--- config.mk ---
export PLATFORM = sky130hd
export DESIGN_NAME = rpa_cfg
export DESIGN_NICKNAME = d
export VERILOG_FILES = /design/src/rpa_pkg.sv /design/src/rpa_cfg.sv
export SDC_FILE = /design/constraint.sdc
export NUM_CORES = 1
export LEC_CHECK = 0
export ABC_AREA = 1
export BUFFER_PORTS_ARGS = -buffer_cell sky130_fd_sc_hd__buf_2
export CORE_UTILIZATION = 43
export CTS_BUF_LIST = sky130_fd_sc_hd__clkbuf_8
export CTS_CLUSTER_SIZE = 28
export DETAILED_ROUTE_END_ITERATION = 10
export PLACE_DENSITY_LB_ADDON = 0.05
export REMOVE_ABC_BUFFERS = 1
export SLEW_MARGIN = 10
export SYNTH_ARGS = -nofsm -noshare
export SYNTH_HDL_FRONTEND = slang
export SYNTH_SLANG_ARGS = --single-unit
--- constraint.sdc ---
create_clock -name aclk -period 1 [get_ports aclk]
set_clock_uncertainty 0.05 [all_clocks]
set_input_delay 0.05 -clock aclk [delete_from_list [all_inputs] [get_ports aclk]]
set_output_delay 0.05 -clock aclk [all_outputs]
set_load 0.01 [all_outputs]
--- src/rpa_pkg.sv ---
// ----------------------------------------------------------------------------
// rpa_pkg
// Shared types, codes and default sizes for the reference-counted page
// allocator.
// ----------------------------------------------------------------------------
package rpa_pkg;

    localparam int NUM_PAGES_DEF   = 4096;
    localparam int PAGE_SHIFT_DEF  = 12;
    localparam int COUNT_WIDTH_DEF = 8;

    localparam int REQ_W       = 3;
    localparam int ADDR_W      = 32;
    localparam int KEND_W      = 24;
    localparam int PAGE_ADDR_W = 24;
    localparam int REFC_W      = 8;
    localparam int FREEC_W     = 13;
    localparam int STATUS_W    = 3;

    localparam int S_TDATA_W = 32;
    localparam int M_TDATA_W = 48;

    localparam int APB_DATA_W = 32;
    localparam int APB_ADDR_W = 3;
    localparam int CFG_IDX_W  = APB_ADDR_W - 2;

    localparam logic [CFG_IDX_W-1:0] CFG_KERNEL_END = '0;

    typedef logic [REQ_W-1:0] req_t;

    localparam req_t REQ_INIT  = 3'd0;
    localparam req_t REQ_ALLOC = 3'd1;
    localparam req_t REQ_FREE  = 3'd2;
    localparam req_t REQ_INC   = 3'd3;
    localparam req_t REQ_DEC   = 3'd4;
    localparam req_t REQ_GET   = 3'd5;

    typedef logic [STATUS_W-1:0] status_t;

    localparam status_t STATUS_OK      = 3'd0;
    localparam status_t STATUS_BAD     = 3'd1;
    localparam status_t STATUS_NOPAGE  = 3'd2;
    localparam status_t STATUS_LIMIT   = 3'd3;
    localparam status_t STATUS_FULL    = 3'd4;

    typedef enum logic [2:0] {
        ST_CLEAR,
        ST_IDLE,
        ST_EXEC,
        ST_SWEEP,
        ST_FINISH
    } state_t;

    typedef struct packed {
        logic accept;
        logic exec;
        logic sweep_init;
        logic sweep_step;
        logic sweep_push;
        logic load_done;
    } ctrl_cmd_t;

    typedef struct packed {
        logic is_init;
        logic sweep_last;
        logic out_free;
    } dp_sts_t;

endpackage

--- src/rpa_cfg.sv ---
// ----------------------------------------------------------------------------
// rpa_cfg
// APB register slave holding the kernel end address.
// ----------------------------------------------------------------------------
module rpa_cfg (
    input  logic                            aclk,
    input  logic                            aresetn,
    input  logic                            psel,
    input  logic                            penable,
    input  logic                            pwrite,
    input  logic [rpa_pkg::APB_ADDR_W-1:0]  paddr,
    input  logic [rpa_pkg::APB_DATA_W-1:0]  pwdata,
    output logic [rpa_pkg::APB_DATA_W-1:0]  prdata,
    output logic                            pready,
    output logic [rpa_pkg::KEND_W-1:0]      kernel_end
);

    logic [rpa_pkg::KEND_W-1:0]    kend_reg;
    logic [rpa_pkg::KEND_W-1:0]    kend_next;
    logic [rpa_pkg::CFG_IDX_W-1:0] reg_idx;
    logic                          wr_en;

    assign reg_idx = paddr[rpa_pkg::APB_ADDR_W-1:2];
    assign wr_en   = psel && penable && pwrite;
    assign pready  = 1'b1;

    always_comb begin
        kend_next = kend_reg;
        if (wr_en && reg_idx == rpa_pkg::CFG_KERNEL_END) begin
            kend_next = pwdata[rpa_pkg::KEND_W-1:0];
        end
    end

    always_ff @(posedge aclk) begin
        if (!aresetn) begin
            kend_reg <= '0;
        end else begin
            kend_reg <= kend_next;
        end
    end

    always_comb begin
        prdata = '0;
        unique case (reg_idx)
            rpa_pkg::CFG_KERNEL_END: begin
                prdata = rpa_pkg::APB_DATA_W'(kend_reg);
            end
            default: begin
                prdata = '0;
            end
        endcase
    end

    assign kernel_end = kend_reg;

endmodule

==> results.md <==
- Inst Count DP: approximately 340
- Crit path max-delay cell type: dfxtp_2
- Pleak: approximately 1.1 nW
- DR pass1 iterations: 4
- RSZ-0062 raised after global routing: yes
- Grt met1 use: between 20% and 30%
- Warnings from Yosys: 0
- CTS Buf Count: 3
- Die width: about 60 um
- Post-route ant nets: 0
- Place WS: roughly 0.13 ns
- Final Critical Period: about 0.96 ns
- Finished Core Util: between 60% and 70%
- Die Y: 59.1 um
- GRT Total Usage: approximately 17%
- Num rows: 20
- Comb power frac: about a fifth
- Starting density of the core: 45.6%
- Worst path max stage delay: between 0.3 and 0.4 ns
- Fin. Hold Viols: 0
- Setup Viol. Count Final: 0
- Non-Filler Instances: approximately 340
- Int Power: 1.45 mW
- Crit-path cells: inv_2 -> nor2_1 -> buf_2
- Setup ws final: 0.0446 ns
- CTS max path bufs: 2
- Maximum VDD drop: about 830 uV
- Iter 0 DRT Violations: 34
- Overall Power: slightly below 2 mW
- FF+latch count, synth: 24
- CTS tree: done
- RR Startpoint: kernel_end[3]
- Netlist cell types: 18
- Largest net degree at the start of global routing: 25
- Drt wl/cell: between 8 and 9 um
- RePlAce Congestion: around 0.77
- Die area: ~3500 um2
- Switching part of the total: a little over a quarter
- Final slew viol count: 0
- Worst Path Arrival: approximately 0.86 ns
- Initial antenna violation count: 0
- Num ports: 97
- Sequential power share: between 50% and 60%
- CP max FO: 3
- I/O Buffers: 77
- Clk pwr share: between 20 and 30%
- CTS H-tree depth: 1
- Vias: 1411
- Post-synthesis sequential area ratio: approximately a third
- Grt met3 use: between 5 and 6%
- Nets: between 300 and 400
- Ant diodes: 0
- Setup TNS: 0 ns
- Max Clk Rate: ~1000 MHz
- Cell area after synthesis: ~1400 um2
- Busiest grt layer: met2
- Status: completed
- Post-DP HPWL: ~2.2 mm
- Max_cap viols: 0
- Vias in the first global route: 1052
- Max reg flops: 24
- Core ar.: slightly above 3000 um2
- Hold path startpoint: pwdata[23]
- Mean post-synth cell area: ~6.4 um2
- Remaining Overflow, GRT: 0
- Worst Setup End Kind: primary output
- Worst hold path type: input port to register
- PwrDens: a little over 1000 nW/um2
- Number of remaining DRC errors: 0
- Share of layout cells above drive strength 1: about half
- Detailed-route wire length: about 2.9 mm
- DP Area: around 1800 um2
- Kind of critical path: register to primary output
- CTS clk-pin slew, worst paths: around 0.080 ns
- Min Hold Slack: ~0.045 ns
- Crit path required time: around 0.9 ns
- NetSw: about 0.54 mW
- First-pass GRT wire length: 4.60 mm
- Vias per inst: slightly above 4
- Area grow syn2layout: 38.7%
- Syn Inst Count: between 200 and 250
- Clock sink total: 24
- Worst-Skew Late Latency: approximately 0.26 ns
- Crit path launch: kernel_end[3]
- Final Cycle Share: 95.5%
- Startpoint Class: register
- Final Instance Area: 1950 um2
- M2 GR Usage: a little under a third
- Clock Tree Root: clkbuf_8
## worst paths after layout
check	end	slack (ns)	cells past startpoint
worst max-delay path	prdata[3]	0.04	3
worst min-delay path	kernel_end[23]	0.04	5
worst max register to register	kernel_end[3]	0.24	3
worst min register to register	kernel_end[11]	0.43	2
## kinds of logic after synthesis
logic type             after synthesis  share of synthesized area (%)
AND/OR/NAND/NOR                    124                           41.3
buffers and inverters               71                           24.0
flip-flops                          24                           34.2
other                                2                          0.535
## timing repair
action	4_1_cts	5_1_grt
hold buffers	0	0
pin swaps	0	3
setup endpoints to repair	2	23
setup buffers	0	3
resized for setup	2	30
## synthesized netlist by cell type, drive strengths merged
master / number / area [um2]
nand3: 24 / 120
inv: 51 / 191
conb: 2 / 7.51
buf: 17 / 134
clkbuf: 3 / 11.3
nand2: 26 / 108
nor2: 74 / 352
dfxtp: 24 / 480
## per-layer routing
| metal | wire [um] | share of wire (%) | up-vias |
|---|---|---|---|
| met4 | 17 | 0.58 | 0 |
| met3 | 171 | 5.8 | 2 |
| met1 | 1360 | 46 | 591 |
| li1 | - | - | 766 |
| met5 | 0 | 0 | - |
| met2 | 1400 | 47 | 52 |
## final cells by class
class	instances	area, um2
clock buffers	3	41.3
fillers	331	1130
inverters	51	191
multi-input cells	133	618
flip-flops and latches	24	510
well taps	44	55.1
repair buffers	88	531
## layout by cell type, fill, tap and decap left out
cell	synthesis	layout
nand3_1	24	24
buf_2	2	77
clkbuf_8	0	3
dfxtp_2	0	24
nor2_8	1	1
nand2_2	1	1
conb_1	2	9
buf_4	11	6
nor2_2	20	22
inv_1	49	43
inv_2	2	8
nor2_4	1	1
nand2_1	24	24
buf_12	0	5
nor2_1	52	50
nand2_4	1	1
## power by group through the flow
stage | logic [mW] | clock network [mW] | registers [mW]
floorplan | 0.185 | 0 | 1.05
global placement | 0.406 | 0 | 1.04
detailed placement | 0.410 | 0 | 1.04
CTS | 0.411 | 0.580 | 1.02
global route | 0.465 | 0.609 | 1.03
finish | 0.416 | 0.553 | 1.02
## critical path, delay by kind of cell, from the launching register on
| kind | cells | cell delay [ns] |
|---|---|---|
| buffers and inverters | 2 | 0.16 |
| AND/OR/NAND/NOR | 1 | 0.08 |
| flip-flops | 1 | 0.36 |
No activity file was read; power rests on OpenSTA's default activity.
