### src/rpa_pkg.sv
// ----------------------------------------------------------------------------
// rpa_pkg
// Shared types, codes and default sizes for the reference-counted page
// allocator.
// ----------------------------------------------------------------------------
package rpa_pkg;

    localparam int NUM_PAGES_DEF   = 4096;
    localparam int PAGE_SHIFT_DEF  = 12;
    localparam int COUNT_WIDTH_DEF = 8;

    localparam int REQ_W       = 3;
    localparam int ADDR_W      = 32;
    localparam int KEND_W      = 24;
    localparam int PAGE_ADDR_W = 24;
    localparam int REFC_W      = 8;
    localparam int FREEC_W     = 13;
    localparam int STATUS_W    = 3;

    localparam int S_TDATA_W = 32;
    localparam int M_TDATA_W = 48;

    localparam int APB_DATA_W = 32;
    localparam int APB_ADDR_W = 3;
    localparam int CFG_IDX_W  = APB_ADDR_W - 2;

    localparam logic [CFG_IDX_W-1:0] CFG_KERNEL_END = '0;

    typedef logic [REQ_W-1:0] req_t;

    localparam req_t REQ_INIT  = 3'd0;
    localparam req_t REQ_ALLOC = 3'd1;
    localparam req_t REQ_FREE  = 3'd2;
    localparam req_t REQ_INC   = 3'd3;
    localparam req_t REQ_DEC   = 3'd4;
    localparam req_t REQ_GET   = 3'd5;

    typedef logic [STATUS_W-1:0] status_t;

    localparam status_t STATUS_OK      = 3'd0;
    localparam status_t STATUS_BAD     = 3'd1;
    localparam status_t STATUS_NOPAGE  = 3'd2;
    localparam status_t STATUS_LIMIT   = 3'd3;
    localparam status_t STATUS_FULL    = 3'd4;

    typedef enum logic [2:0] {
        ST_CLEAR,
        ST_IDLE,
        ST_EXEC,
        ST_SWEEP,
        ST_FINISH
    } state_t;

    typedef struct packed {
        logic accept;
        logic exec;
        logic sweep_init;
        logic sweep_step;
        logic sweep_push;
        logic load_done;
    } ctrl_cmd_t;

    typedef struct packed {
        logic is_init;
        logic sweep_last;
        logic out_free;
    } dp_sts_t;

endpackage

### src/rpa_ctrl.sv
// ----------------------------------------------------------------------------
// rpa_ctrl
// Sequencer: reset clearing pass, accept, execute, init sweep and result load.
// ----------------------------------------------------------------------------
module rpa_ctrl (
    input  logic               aclk,
    input  logic               aresetn,
    input  logic               s_tvalid,
    output logic               s_tready,
    input  rpa_pkg::dp_sts_t   sts,
    output rpa_pkg::ctrl_cmd_t cmd
);

    rpa_pkg::state_t state_reg;
    rpa_pkg::state_t state_next;

    always_ff @(posedge aclk) begin
        if (!aresetn) begin
            state_reg <= rpa_pkg::ST_CLEAR;
        end else begin
            state_reg <= state_next;
        end
    end

    always_comb begin
        state_next = state_reg;
        cmd        = '0;
        s_tready   = 1'b0;
        unique case (state_reg)
            rpa_pkg::ST_CLEAR: begin
                cmd.sweep_step = 1'b1;
                if (sts.sweep_last) begin
                    state_next = rpa_pkg::ST_IDLE;
                end
            end
            rpa_pkg::ST_IDLE: begin
                s_tready = 1'b1;
                if (s_tvalid) begin
                    cmd.accept = 1'b1;
                    state_next = rpa_pkg::ST_EXEC;
                end
            end
            rpa_pkg::ST_EXEC: begin
                if (sts.is_init) begin
                    cmd.sweep_init = 1'b1;
                    state_next     = rpa_pkg::ST_SWEEP;
                end else if (sts.out_free) begin
                    cmd.exec   = 1'b1;
                    state_next = rpa_pkg::ST_IDLE;
                end
            end
            rpa_pkg::ST_SWEEP: begin
                cmd.sweep_step = 1'b1;
                cmd.sweep_push = 1'b1;
                if (sts.sweep_last) begin
                    state_next = rpa_pkg::ST_FINISH;
                end
            end
            rpa_pkg::ST_FINISH: begin
                if (sts.out_free) begin
                    cmd.load_done = 1'b1;
                    state_next    = rpa_pkg::ST_IDLE;
                end
            end
            default: begin
                state_next = rpa_pkg::ST_CLEAR;
            end
        endcase
    end

endmodule

### config.mk
export PLATFORM = sky130hd
export DESIGN_NAME = rpa_ctrl
export DESIGN_NICKNAME = d
export VERILOG_FILES = /design/src/rpa_pkg.sv /design/src/rpa_ctrl.sv
export SDC_FILE = /design/constraint.sdc
export NUM_CORES = 1
export LEC_CHECK = 0
export BUFFER_PORTS_ARGS = -buffer_cell sky130_fd_sc_hd__buf_4
export CAP_MARGIN = 20
export CORE_AREA = 4 4 41 43
export DETAILED_ROUTE_END_ITERATION = 10
export DIE_AREA = 0 0 45 47
export SETUP_SLACK_MARGIN = 0.5
export SYNTH_ARGS = -nofsm -noshare
export SYNTH_HDL_FRONTEND = slang
export SYNTH_SLANG_ARGS = --single-unit
### constraint.sdc
create_clock -name aclk -period 2.05 [get_ports aclk]
set_clock_uncertainty 0.05 [all_clocks]
set_input_delay 0.1025 -clock aclk [delete_from_list [all_inputs] [get_ports aclk]]
set_output_delay 0.1025 -clock aclk [all_outputs]
set_load 0.005 [all_outputs]
==> impl_metrics.tcl, run 1 <==
set metrics [dict create \
    hold_class "in -> reg" \
    grt_pass1_vias 265 \
    critical_path_class "reg -> out" \
    viasPerCell 4.61 \
    rsz0062_at_grt "false" \
    crit_required_ns 1.90 \
    critical-path-top-delay-family "simple AND/OR/NAND/NOR gates" \
    dr.pass1.iters 2 \
    critPathMaxStageDelay_ns 0.43 \
    slew_headroom_pct 80.3 \
    h-tree-depth 1 \
    cp_data_arrival_time_ns 1.23 \
    crit_path_end_kind "output port" \
    routedWlPerCell_um 11.3 \
    max_freq_mhz 725 \
    die_w_um 45 \
    antenna_found_initial 0 \
    syn_inst 31 \
    insertedDiodeCount 0 \
    cts_tree "built" \
    root_buffer "clkbuf_4" \
    post_cts_buffers 0 \
    setup_violations 0 \
    grt_max_degree 12 \
    io_pins 13 \
    clock-sinks 3 \
    clk_latency_ns 0.24 \
    clock_path_buffers 2 \
    syn_area_um2 249 \
    power_density_mw_per_mm2 633 \
    nets 53 \
    path_clk_slew_ns 0.03 \
    dp_hpwl_um 532 \
    drtAntennaViolNets 0 \
    fin_hold_ws_ns 0.0685 \
    finalHoldViolations 0 \
    maxCapViolCount 0 \
    synth_cell_type_count 23 \
    overflow 0 \
    routed_wl_um 688 \
    yosysWarnings 0 \
    setup_tns_ns 0 \
    cts_buffers 3 \
    slew_violations 0 \
    area_delta_synth_final_pct 50.3 \
    die_y_um 47 \
    cp_num_buf_inv 1 \
    io_buffers 12 \
    die-area_mm2 0.00212 \
    cellLeakagePower_nw 0.165 \
    gp_congestion 0.748 \
    grt_pass1_wl_mm 1.07 \
    period_minus_slack_ns 1.38 \
    synth.net_count 37 \
    peakVddDrop_v 0.000212 \
    path_cells "nor3b_2 > nor3b_1 > buf_4" \
    syn_avg_cell_area_um2 8.03 \
    ys_seq_area_share_pct 24.1 \
    largest_reg_flops 3 \
    grt.total_usage_pct 7.50 \
    start_kind "flip-flop" \
    crit_slowest_cell "dfxtp_2" \
    vias 281 \
    worstMarginPinSlew_ns 0.292 \
    fin_crit_sh_pct 67.3 \
    start_util_pct 19.1 \
    row_count 13 \
    detail_route.drc_violations 0 \
    worstPathMaxFanout 11 \
    layout-drive-gt1-share_pct 39.1 \
    status "complete, no violations" \
    core_area_mm2 0.00130 \
    drt_iter0_drc 8 \
    ys_ff_latch 3 \
]
-- synth_stat cells --
cell type,n,area share [%]
nor3_1,2,4.0
buf_6,1,4.5
a31oi_1,1,2.5
and4_1,1,3.5
o2111ai_1,1,3.5
nor2b_1,1,2.5
o31ai_1,1,3.0
xor2_1,1,3.5
nand2_1,1,1.5
and2b_1,1,3.0
nor2_1,3,4.5
inv_1,4,6.0
nor3b_2,1,5.0
nor4b_2,1,6.0
dfxtp_1,3,24
a21boi_0,1,3.0
o211ai_1,1,3.0
o21ai_1,1,2.0
a21boi_1,1,3.0
and2_1,1,2.5
nand2b_1,1,2.5
nor3b_1,1,3.0
o311ai_0,1,3.5
-- metal layers --
layer / track usage (%) / up-vias / part of all wire (%)
met2: 9.89 / 13 / 42
li1: - / 142 / -
met4: 1.75 / 0 / 0
met3: 7.28 / 0 / 12
met1: 8.62 / 126 / 46
met5: 0 / - / 0
-- layout make-up --
cell class / count / area [um2]
Clock buffer: 4 / 26.3
Fill cell: 154 / 927
Inverter: 4 / 15.0
Multi-Input combinational cell: 23 / 163
Sequential cell: 3 / 61.3
Tap cell: 15 / 18.8
Timing Repair Buffer: 12 / 90.1
-- cell families after synthesis --
logic type,after synthesis,share of synthesized area [%]
AO/OA/AOI/OAI,8,23.6
buffers and inverters,5,10.6
XOR/XNOR,1,3.52
flip-flops,3,24.1
AND/OR/NAND/NOR,14,38.2
-- through the flow --
| stage | worst slack [ns] | power [mW] | std cells | cell area, um2 | util, % |
|---|---|---|---|---|---|
| 6_report | 0.670 | 0.237 | 61 | 374 | 28.7 |
| 5_1_grt | 0.546 | 0.261 | 61 | 374 | 28.7 |
| 4_1_cts | 0.528 | 0.241 | 61 | 373 | 28.7 |
| 3_5_place_dp | 0.764 | 0.132 | 57 | 347 | 26.6 |
| 3_3_place_gp | 0.777 | 0.131 | 57 | 347 | 26.6 |
| 2_1_floorplan | 1.04 | 0.103 | 31 | 249 | - |
-- final timing paths --
path                start  depth (start not counted)      endpoint  slack [ns]
max          state_reg[1]                          3        cmd[4]        0.67
min               aresetn                          2  state_reg[2]        0.07
max reg2reg  state_reg[1]                          3  state_reg[0]        0.88
min reg2reg  state_reg[1]                          2  state_reg[2]        0.57
-- cells in the final DEF, fill, tap and decap left out, drive strengths merged --
| cell | count |
|---|---|
| a21boi | 2 |
| buf | 12 |
| o21ai | 1 |
| o31ai | 1 |
| nor2b | 1 |
| xor2 | 1 |
| nor2 | 3 |
| o211ai | 1 |
| nor3 | 2 |
| nand2 | 1 |
| and2 | 1 |
| nor3b | 2 |
| dfxtp | 3 |
| o2111ai | 1 |
| nand2b | 1 |
| and2b | 1 |
| a31oi | 1 |
| and4 | 1 |
| inv | 4 |
| clkbuf | 4 |
| o311ai | 1 |
| nor4b | 1 |
-- report_power, final --
part | internal [mW] | total [mW] | switching, mW
clock | 0.0731 | 0.106 | 0.0325
combinational | 0.0318 | 0.0574 | 0.0256
sequential | 0.0636 | 0.0740 | 0.0104
total | 0.168 | 0.237 | 0.0684
-- repair_timing --
action	in CTS	in global routing
endpoints found under the setup margin	0	2
hold buffers	0	0
gates resized for setup	0	1
No activity file was read; power rests on OpenSTA's default activity.
==> run 2, diff against run 1 <==
- clock period: 2.05 -> 1.2 ns (I/O delays scaled with it)
==> impl_metrics.tcl, run 2 (synthesized netlist as in run 1, its figures left out) <==
set metrics [dict create \
    max_freq_mhz 823 \
    critical_path_class "reg -> out" \
    finalPower_mw 0.478 \
    grt_pass1_wl_mm 1.24 \
    postCtsHoldBufs 0 \
    overflow 0 \
    dr.pass1.iters 1 \
    clock_path_buffers 2 \
    dp_hpwl_um 524 \
    maxCapViolCount 0 \
    io_buffers 12 \
    cts_tree "built" \
    cts_buffers 3 \
    power_density_mw_per_mm2 955 \
    critical-path-top-delay-family "simple AND/OR/NAND/NOR gates" \
    cellLeakagePower_nw 0.211 \
    peakVddDrop_v 0.000742 \
    fillers 145 \
    core_area_mm2 0.00130 \
    die-area_mm2 0.00212 \
    nets 60 \
    root_buffer "clkbuf_4" \
    status "finished, violations left" \
    fin_hold_ws_ns 0.0178 \
    path_cells "nor3b_4 > nor3b_2 > buf_4" \
    path_clk_slew_ns 0.04 \
    final_cell_mix "15 x buf_4, 4 x buf_6, 3 x inv_1, 3 x clkbuf_4, 3 x dfxtp_4" \
    fin_ws_ns -0.0147 \
    start_kind "flip-flop" \
    viasPerCell 4.49 \
    crit_required_ns 1.09 \
    routedWlPerCell_um 12.0 \
    vias 305 \
    slew_violations 0 \
    routed_wl_um 816 \
    clock-sinks 3 \
    slew_headroom_pct 83.7 \
    h-tree-depth 1 \
    largest_reg_flops 3 \
    rsz0062_at_grt "true" \
    grt_max_degree 9 \
    drtAntennaViolNets 0 \
    io_pins 13 \
    final_common_cell "buf_4" \
    failed_checks "negative setup slack" \
    drt_iter0_drc 0 \
    insertedDiodeCount 0 \
    fin_crit_sh_pct 101 \
    worstMarginPinSlew_ns 0.241 \
    cp_data_arrival_time_ns 1.10 \
    crit_path_end_kind "output port" \
    cp_num_buf_inv 1 \
    worstPathMaxFanout 5 \
    critPathMaxStageDelay_ns 0.36 \
    start_util_pct 19.1 \
    hold_class "in -> reg" \
    finalHoldViolations 0 \
    layout-drive-gt1-share_pct 62.3 \
    grt_pass1_vias 288 \
    die_y_um 47 \
    antenna_found_initial 0 \
    dp.cells 58 \
    setup_violations 1 \
    final_core_util_pct 38.5 \
    row_count 13 \
    clk_latency_ns 0.24 \
    final_cells 68 \
    gp_congestion 0.777 \
    detail_route.drc_violations 0 \
    setup_tns_ns -0.0147 \
    crit_slowest_cell "dfxtp_4" \
    period_minus_slack_ns 1.21 \
    area_delta_synth_final_pct 101 \
    die_w_um 45 \
    grt.total_usage_pct 8.52 \
]
-- run 2: final cells by class --
class / instances / area [um2] / share of cell area, %
repair buffers: 19 / 158 / 31.5
well taps: 15 / 18.8 / 3.75
multi-input cells: 23 / 211 / 42.3
clock buffers: 4 / 26.3 / 5.25
inverters: 4 / 15.0 / 3.00
flip-flops and latches: 3 / 71.3 / 14.2
-- run 2: timing repair --
item	CTS	global route
gates cloned	0	0
gates resized for setup	5	7
setup endpoints to repair	10	10
endpoints found under the hold margin	0	0
pin swaps	7	4
buffers inserted	4	2
-- run 2: worst paths after layout --
check | from | to | slack, ns | cells past startpoint
worst min-delay path | aresetn | state_reg[2] | 0.02 | 2
worst max-delay path | state_reg[0] | cmd[4] | -0.01 | 3
worst min register to register | state_reg[0] | state_reg[1] | 0.54 | 3
worst max register to register | state_reg[1] | state_reg[2] | 0.08 | 5
-- run 2: through the flow --
stage | instance area (um2) | setup WS, ns
after global routing | 500 | -0.0716
after detailed placement | 380 | 0.226
after global placement | 380 | 0.216
after CTS | 450 | -0.0379
final | 500 | -0.0147
after floorplan | 275 | 0.288
-- run 2: power by group --
part	switching (mW)	total, mW	internal (mW)	leakage [nW]
clock network	0.0557	0.181	0.125	0.0150
logic	0.0751	0.177	0.102	0.169
registers	0.0131	0.120	0.107	0.0267
-- run 2: metal layers --
metal  track usage [%]  vias up  routed length, um
met4              5.26        0                  0
li1                  -      158                  -
met1              9.95      135                339
met5                 0        -                  0
met2              12.1       12                399
met3              4.60        0                 77
==> run 3, diff against run 2 <==
- REMOVE_ABC_BUFFERS: not set -> 1
==> impl_metrics.tcl, run 3 (synthesized netlist as in run 1, its figures left out) <==
set metrics [dict create \
    path_clk_slew_ns 0.03 \
    grt_pass1_vias 296 \
    nets 59 \
    worstHoldStart "aresetn" \
    cp_data_arrival_time_ns 1.12 \
    area_delta_synth_final_pct 85.4 \
    viasPerCell 4.45 \
    io_buffers 12 \
    largest_reg_flops 3 \
    fin_crit_sh_pct 103 \
    postCtsHoldBufs 0 \
    grt.total_usage_pct 8.75 \
    grt_pass1_wl_mm 1.24 \
    layout-drive-gt1-share_pct 61.5 \
    setup_violations 2 \
    final_common_cell "buf_4" \
    start_util_pct 19.1 \
    fin_ws_ns -0.0338 \
    r2r-end "state_reg[2]" \
    start_kind "flip-flop" \
    finalHoldViolations 0 \
    max_freq_mhz 811 \
    slew_violations 0 \
    crit_required_ns 1.09 \
    worstPathMaxFanout 4 \
    slew_headroom_pct 77.7 \
    drtAntennaViolNets 0 \
    finalPower_mw 0.449 \
    path_cells "nor3b_4 > nor3b_2 > buf_4" \
    final_cell_mix "16 x buf_4, 3 x clkbuf_4" \
    cellLeakagePower_nw 0.202 \
    clock-sinks 3 \
    drt_iter0_drc 7 \
    rsz0062_at_grt "true" \
    maxCapViolCount 0 \
    holdPathEnd "state_reg[2]" \
    hold_path_depth 2 \
    overflow 0 \
    rr_worst_depth 5 \
    vias 298 \
    detail_route.drc_violations 0 \
    gp_congestion 0.682 \
    die_y_um 47 \
    failed_checks "negative setup slack" \
    r2r_slack_ns -0.01 \
    insertedDiodeCount 0 \
    routed_wl_um 746 \
    crit_slowest_cell "dfxtp_4" \
    dp_hpwl_um 538 \
    root_buffer "clkbuf_4" \
    r2r_start "state_reg[0]" \
    final_core_util_pct 35.5 \
    critical_path_class "reg -> out" \
    grt_max_degree 9 \
    worstMarginPinSlew_ns 0.330 \
    dr.pass1.iters 4 \
    status "finished, violations left" \
    peakVddDrop_v 0.000361 \
    hold_class "in -> reg" \
    cp_num_buf_inv 1 \
    critical-path-top-delay-family "simple AND/OR/NAND/NOR gates" \
    core_area_mm2 0.00130 \
    die-area_mm2 0.00212 \
    antenna_found_initial 0 \
    cts_buffers 3 \
    critPathMaxStageDelay_ns 0.35 \
    crit_path_end_kind "output port" \
    h-tree-depth 1 \
    die_w_um 45 \
    io_pins 13 \
    clock_path_buffers 2 \
    routedWlPerCell_um 11.1 \
    period_minus_slack_ns 1.23 \
    cts_tree "built" \
    cp_num_cells 3 \
    dp_slack_ns 0.0517 \
    row_count 13 \
    clk_latency_ns 0.23 \
    power_density_mw_per_mm2 972 \
]
-- run 3: cell types whose count changed in the layout (fill, tap and decap cells not counted), sizes merged --
cell,change
buf,-1
-- run 3: worst max-delay path by stage --
stage | startpoint | slack [ns] | end
after floorplan | state_reg[1] | 0.02 | state_reg[0]
after global placement | state_reg[1] | 0.11 | state_reg[0]
after detailed placement | state_reg[1] | 0.05 | state_reg[0]
after CTS | state_reg[0] | -0.03 | cmd[4]
after global routing | state_reg[1] | -0.11 | cmd[4]
final | state_reg[0] | -0.03 | cmd[4]
-- run 3: through the flow --
| step | area, um2 | instances | TNS, ns | hold WS (ns) |
|---|---|---|---|---|
| floorplan | 238 | 30 | 0 | 0.103 |
| global placement | 354 | 58 | 0 | 0.261 |
| detailed placement | 354 | 58 | 0 | 0.268 |
| CTS | 459 | 67 | -0.0336 | 0.0293 |
| global route | 462 | 67 | -0.255 | 0.0517 |
| finish | 462 | 67 | -0.0452 | 0.0328 |
-- run 3: what timing repair did --
action	CTS	global route
pin swaps	7	0
buffers inserted	5	0
endpoints found under the setup margin	10	10
hold endpoints to repair	0	0
gates resized for setup	14	1
-- run 3: routing by layer --
layer  up-vias  part of all wire [%]  track usage, %  wire [um]
li1        152                     -               -          -
met1       130                    39            9.28        291
met2        16                    47            12.1        353
met3         0                    14            6.90        101
met4         0                     0            5.26          0
met5         -                     0               0          0
-- run 3: final cells by class --
type / count / area [um2]
Tap cell: 15 / 18.8
Timing Repair Buffer: 18 / 143
Fill cell: 153 / 840
Inverter: 4 / 17.5
Multi-Input combinational cell: 23 / 188
Sequential cell: 3 / 68.8
Clock buffer: 4 / 26.3
-- run 3: worst reg2reg max path: cells and delay by family, from the launching register on --
family          cells  cell delay [ns]
buf+inv             2             0.27
compound gates      1             0.18
flops               1             0.35
simple gates        2             0.25
-- run 3: power breakdown --
part	leakage, nW	internal, mW	switching [mW]
Clock	0.0150	0.124	0.0482
Combinational	0.160	0.0883	0.0661
Sequential	0.0264	0.109	0.0126
